File: src/slhi_pkg.sv
// ----------------------------------------------------------------------------
// slhi_pkg
// types and fixed constants of the swept lowpass/highpass filter
// ----------------------------------------------------------------------------
package slhi_pkg;

  // width of the shared divider datapath
  localparam int DIV_W = 60;
  // shared multiplier operand width
  localparam int MUL_W = 34;
  // numerator register width of the cutoff division
  localparam int NUM_W = 61;

  localparam logic [26:0] TWOPI_Q24     = 27'd105414357;
  localparam logic [25:0] TWO_SQRT2_Q24 = 26'd47453133;
  localparam logic signed [59:0] ONE_Q40 = 60'sd1 <<< 40;

  typedef enum logic [1:0] {
    CFG_FILTER_MODE = 2'd0,
    CFG_SAMPLE_RATE = 2'd1,
    CFG_BLOCK_LEN   = 2'd2
  } cfg_index_e;

  typedef enum logic [4:0] {
    ST_IDLE, ST_M0, ST_M1, ST_M2, ST_M3, ST_NUM, ST_XCHK, ST_XDIV,
    ST_M4, ST_M5, ST_COEF, ST_DINIT, ST_DIV, ST_DRND,
    ST_F0, ST_F1, ST_F2, ST_F3, ST_FIN
  } state_e;

  typedef struct packed {
    logic [DIV_W-1:0] t;
    logic [DIV_W-1:0] dd;
  } div_req_t;

  typedef struct packed {
    logic [DIV_W-1:0] rem;
    logic             qbit;
  } div_rsp_t;

endpackage

File: src/slhi_div_step.sv
// ----------------------------------------------------------------------------
// slhi_div_step
// one restoring division step: compare and conditional subtract
// ----------------------------------------------------------------------------
module slhi_div_step (
  input  slhi_pkg::div_req_t req_i,
  output slhi_pkg::div_rsp_t rsp_o
);

  logic ge;

  assign ge         = (req_i.t >= req_i.dd);
  assign rsp_o.qbit = ge;
  assign rsp_o.rem  = ge ? (req_i.t - req_i.dd) : req_i.t;

endmodule

File: config.mk
export PLATFORM = sky130hd
export DESIGN_NAME = slhi_div_step
export DESIGN_NICKNAME = d
export VERILOG_FILES = /design/src/slhi_pkg.sv /design/src/slhi_div_step.sv
export SDC_FILE = /design/constraint.sdc
export NUM_CORES = 1
export LEC_CHECK = 0
export BUFFER_PORTS_ARGS = -buffer_cell sky130_fd_sc_hd__buf_2
export CORE_UTILIZATION = 26
export DETAILED_ROUTE_END_ITERATION = 7
export PLACE_DENSITY = 0.48
export SETUP_SLACK_MARGIN = 0.1
export SLEW_MARGIN = 5
export SYNTH_ARGS = -nofsm -noshare
export SYNTH_HDL_FRONTEND = slang
export SYNTH_SLANG_ARGS = --single-unit
File: constraint.sdc
create_clock -name vclk -period 3.5
set_input_delay 0.525 -clock vclk [all_inputs]
set_output_delay 0.525 -clock vclk [all_outputs]
set_load 0.02 [all_outputs]
==> metrics.txt <==
post-route cell area 10100 sq um; CTS Hold Buffers Added 0; Crit path largest cell delay 0.36 ns; routed len/inst 14.7 um; YS warnings 0; Critical Path Most Common Cell o21ai_4; final setup vio count 61; area delta synth->final 125%; RSZ-0062 raised after global routing yes; setup ws final -0.248 ns; GRT Total Usage 0.223; Final Max Slew Viols 0; placed cells 1373; seq_cells 0; Synth top cells by count nand2_1, o21ai_0, inv_1; nets@finish 1370; post-place instance area just over 8000 sq um; sequential element share of the synthesized area 0; Max Cap Viol 0; Gate power share 1.000; row cnt 47; Hold WC Path Type primary input to primary output; fmax 267 MHz; worst hold slack 1.35 ns; final period utilization 1.07; final core occ 0.604; Cell Area, Synth 4500 sq um; multi-input combinational cell area 5680 sq um; clock share of power 0; VDD IR-drop max 194 uV; Buf/Inv on CP 4; Fill cells between 1500 and 2000; Starting DRT DRC Count 258; Critical Path RT 2.97 ns; CP delay by family, top compound AO/OA/AOI/OAI gates; worst-path cell chain buf_12, inv_12, ha_4, fa_2, nand2b_4, a21oi_4, o21ai_4, o31a_1, o21ai_2, buf_4, nand3b_1, a211oi_2, a31oi_1, xor2_1, o21ai_4, buf_6; Final min period 3.75 ns; final WL 20.7 mm; static leakage 4.84 nW; Die W 134 um; IO Port Bufs 181; DP Worst Slack -0.558 ns; Synth area leader ha_1; Detail Route Antenna Nets 0; Residual DRC 0; chip height 134 um; Synth cell types 57; switching power between 1 and 1.5 mW; outcome finished, violations left; I/O Pins around 180; Via density 4.86; setup TNS -9.77 ns; crit path DAT around 3.2 ns; switching share of power 0.496; Startpoint Class primary input; Final Non-Filler Cells 1408; cell-internal power 1.28 mW; post-route total power 2.55 mW; Synth top area share 0.167; Least-Margin Pin Slew between 0.4 and 0.5 ns; cell with the most instances after synthesis nand2_1; first-pass GRT wire length 33.1 mm; grt total ovfl 0; violated checks negative setup slack; largest net degree at the start of global routing 11; synth top area cells ha_1, nand2_1, o21ai_0; CORE AREA 16800 sq um; Vias ~7000; detailed-placement wirelength estimate 15.8 mm; full die area 17800 sq um; share of layout cells above drive strength 1 0.587; Slew headroom 0.715; number of global-route vias before repair 6885; post-synthesis instance total 748; Flop pwr share 0; gpl congestion 0.856; Pwr Density around 250 nW/um^2; Fin. Hold Viols 0; slowest library cell on the worst path fa_2; Layout clock buffers 0; TritonRoute pass-1 iters 4; Setup crit end kind primary output; initial core utilization 0.269; syn_nets ~930; critical path type primary input to primary output; register area 0 sq um; mean area per synthesized cell between 6 and 7 sq um; Crit Path Max Fanout 3; initial antenna violation count 1
-- logic make-up (layout without fill, tap and decap cells) --
family | Yosys count | in the layout | share of synthesized area
AO/OA/AOI/OAI | 253 | 255 | 0.336
XOR/XNOR | 57 | 57 | 0.111
adder cells (fa/ha/maj) | 61 | 61 | 0.171
buffers and inverters | 110 | 547 | 0.106
multiplexers | 3 | 3 | 0.00834
other | 0 | 1 | 0
AND/OR/NAND/NOR | 264 | 264 | 0.267
-- worst min-delay path, cell delays in order --
cell and delay, ns:
buf_6 0.09, nand2_4 0.05, o21ai_4 0.05, buf_6 0.11
-- metal layers --
metal	share of wire	track usage	up-vias
met5	0	0	-
met2	0.49	0.403	147
met4	0.0050	0.00758	0
met3	0.026	0.00609	6
li1	-	-	3521
met1	0.47	0.307	3172
-- worst paths after layout --
check / end / depth (start not counted) / startpoint / slack [ns]
worst max-delay path: rsp_o[53] / 16 / req_i[60] / -0.25
worst min-delay path: rsp_o[6] / 4 / req_i[65] / 1.35
-- cells in the final DEF, fill, tap and decap left out, drive strengths merged, types with 16 or more instances in the layout --
| cell type | instances |
|---|---|
| nand3 | 17 |
| ha | 60 |
| nand2 | 125 |
| inv | 70 |
| nor2 | 49 |
| a21o | 21 |
| buf | 475 |
| nand4 | 21 |
| xnor2 | 27 |
| o21ai | 101 |
| o21bai | 16 |
| a21oi | 69 |
| xor2 | 30 |
-- area by class of cell --
class | instances | area share
repair buffers | 476 | 0.383
well taps | 220 | 0.0272
multi-input cells | 640 | 0.560
inverters | 71 | 0.0293
diodes | 1 | 0.000247
-- power by group through the flow --
stage	sequential (mW)	combinational, mW	clock (mW)
5_1_grt	0	2.73	0.0000000382
2_1_floorplan	0	1.20	0
3_5_place_dp	0	1.97	0
3_3_place_gp	0	1.97	0
6_report	0	2.55	0.0000000382
4_1_cts	0	2.45	0
-- what timing repair did --
action,in CTS,in global routing
cloned,7,1
buffers inserted,27,10
gates resized for setup,295,88
setup endpoints to repair,61,61
pin swaps,100,53
Note: power is estimated with default switching activity, not from simulation.
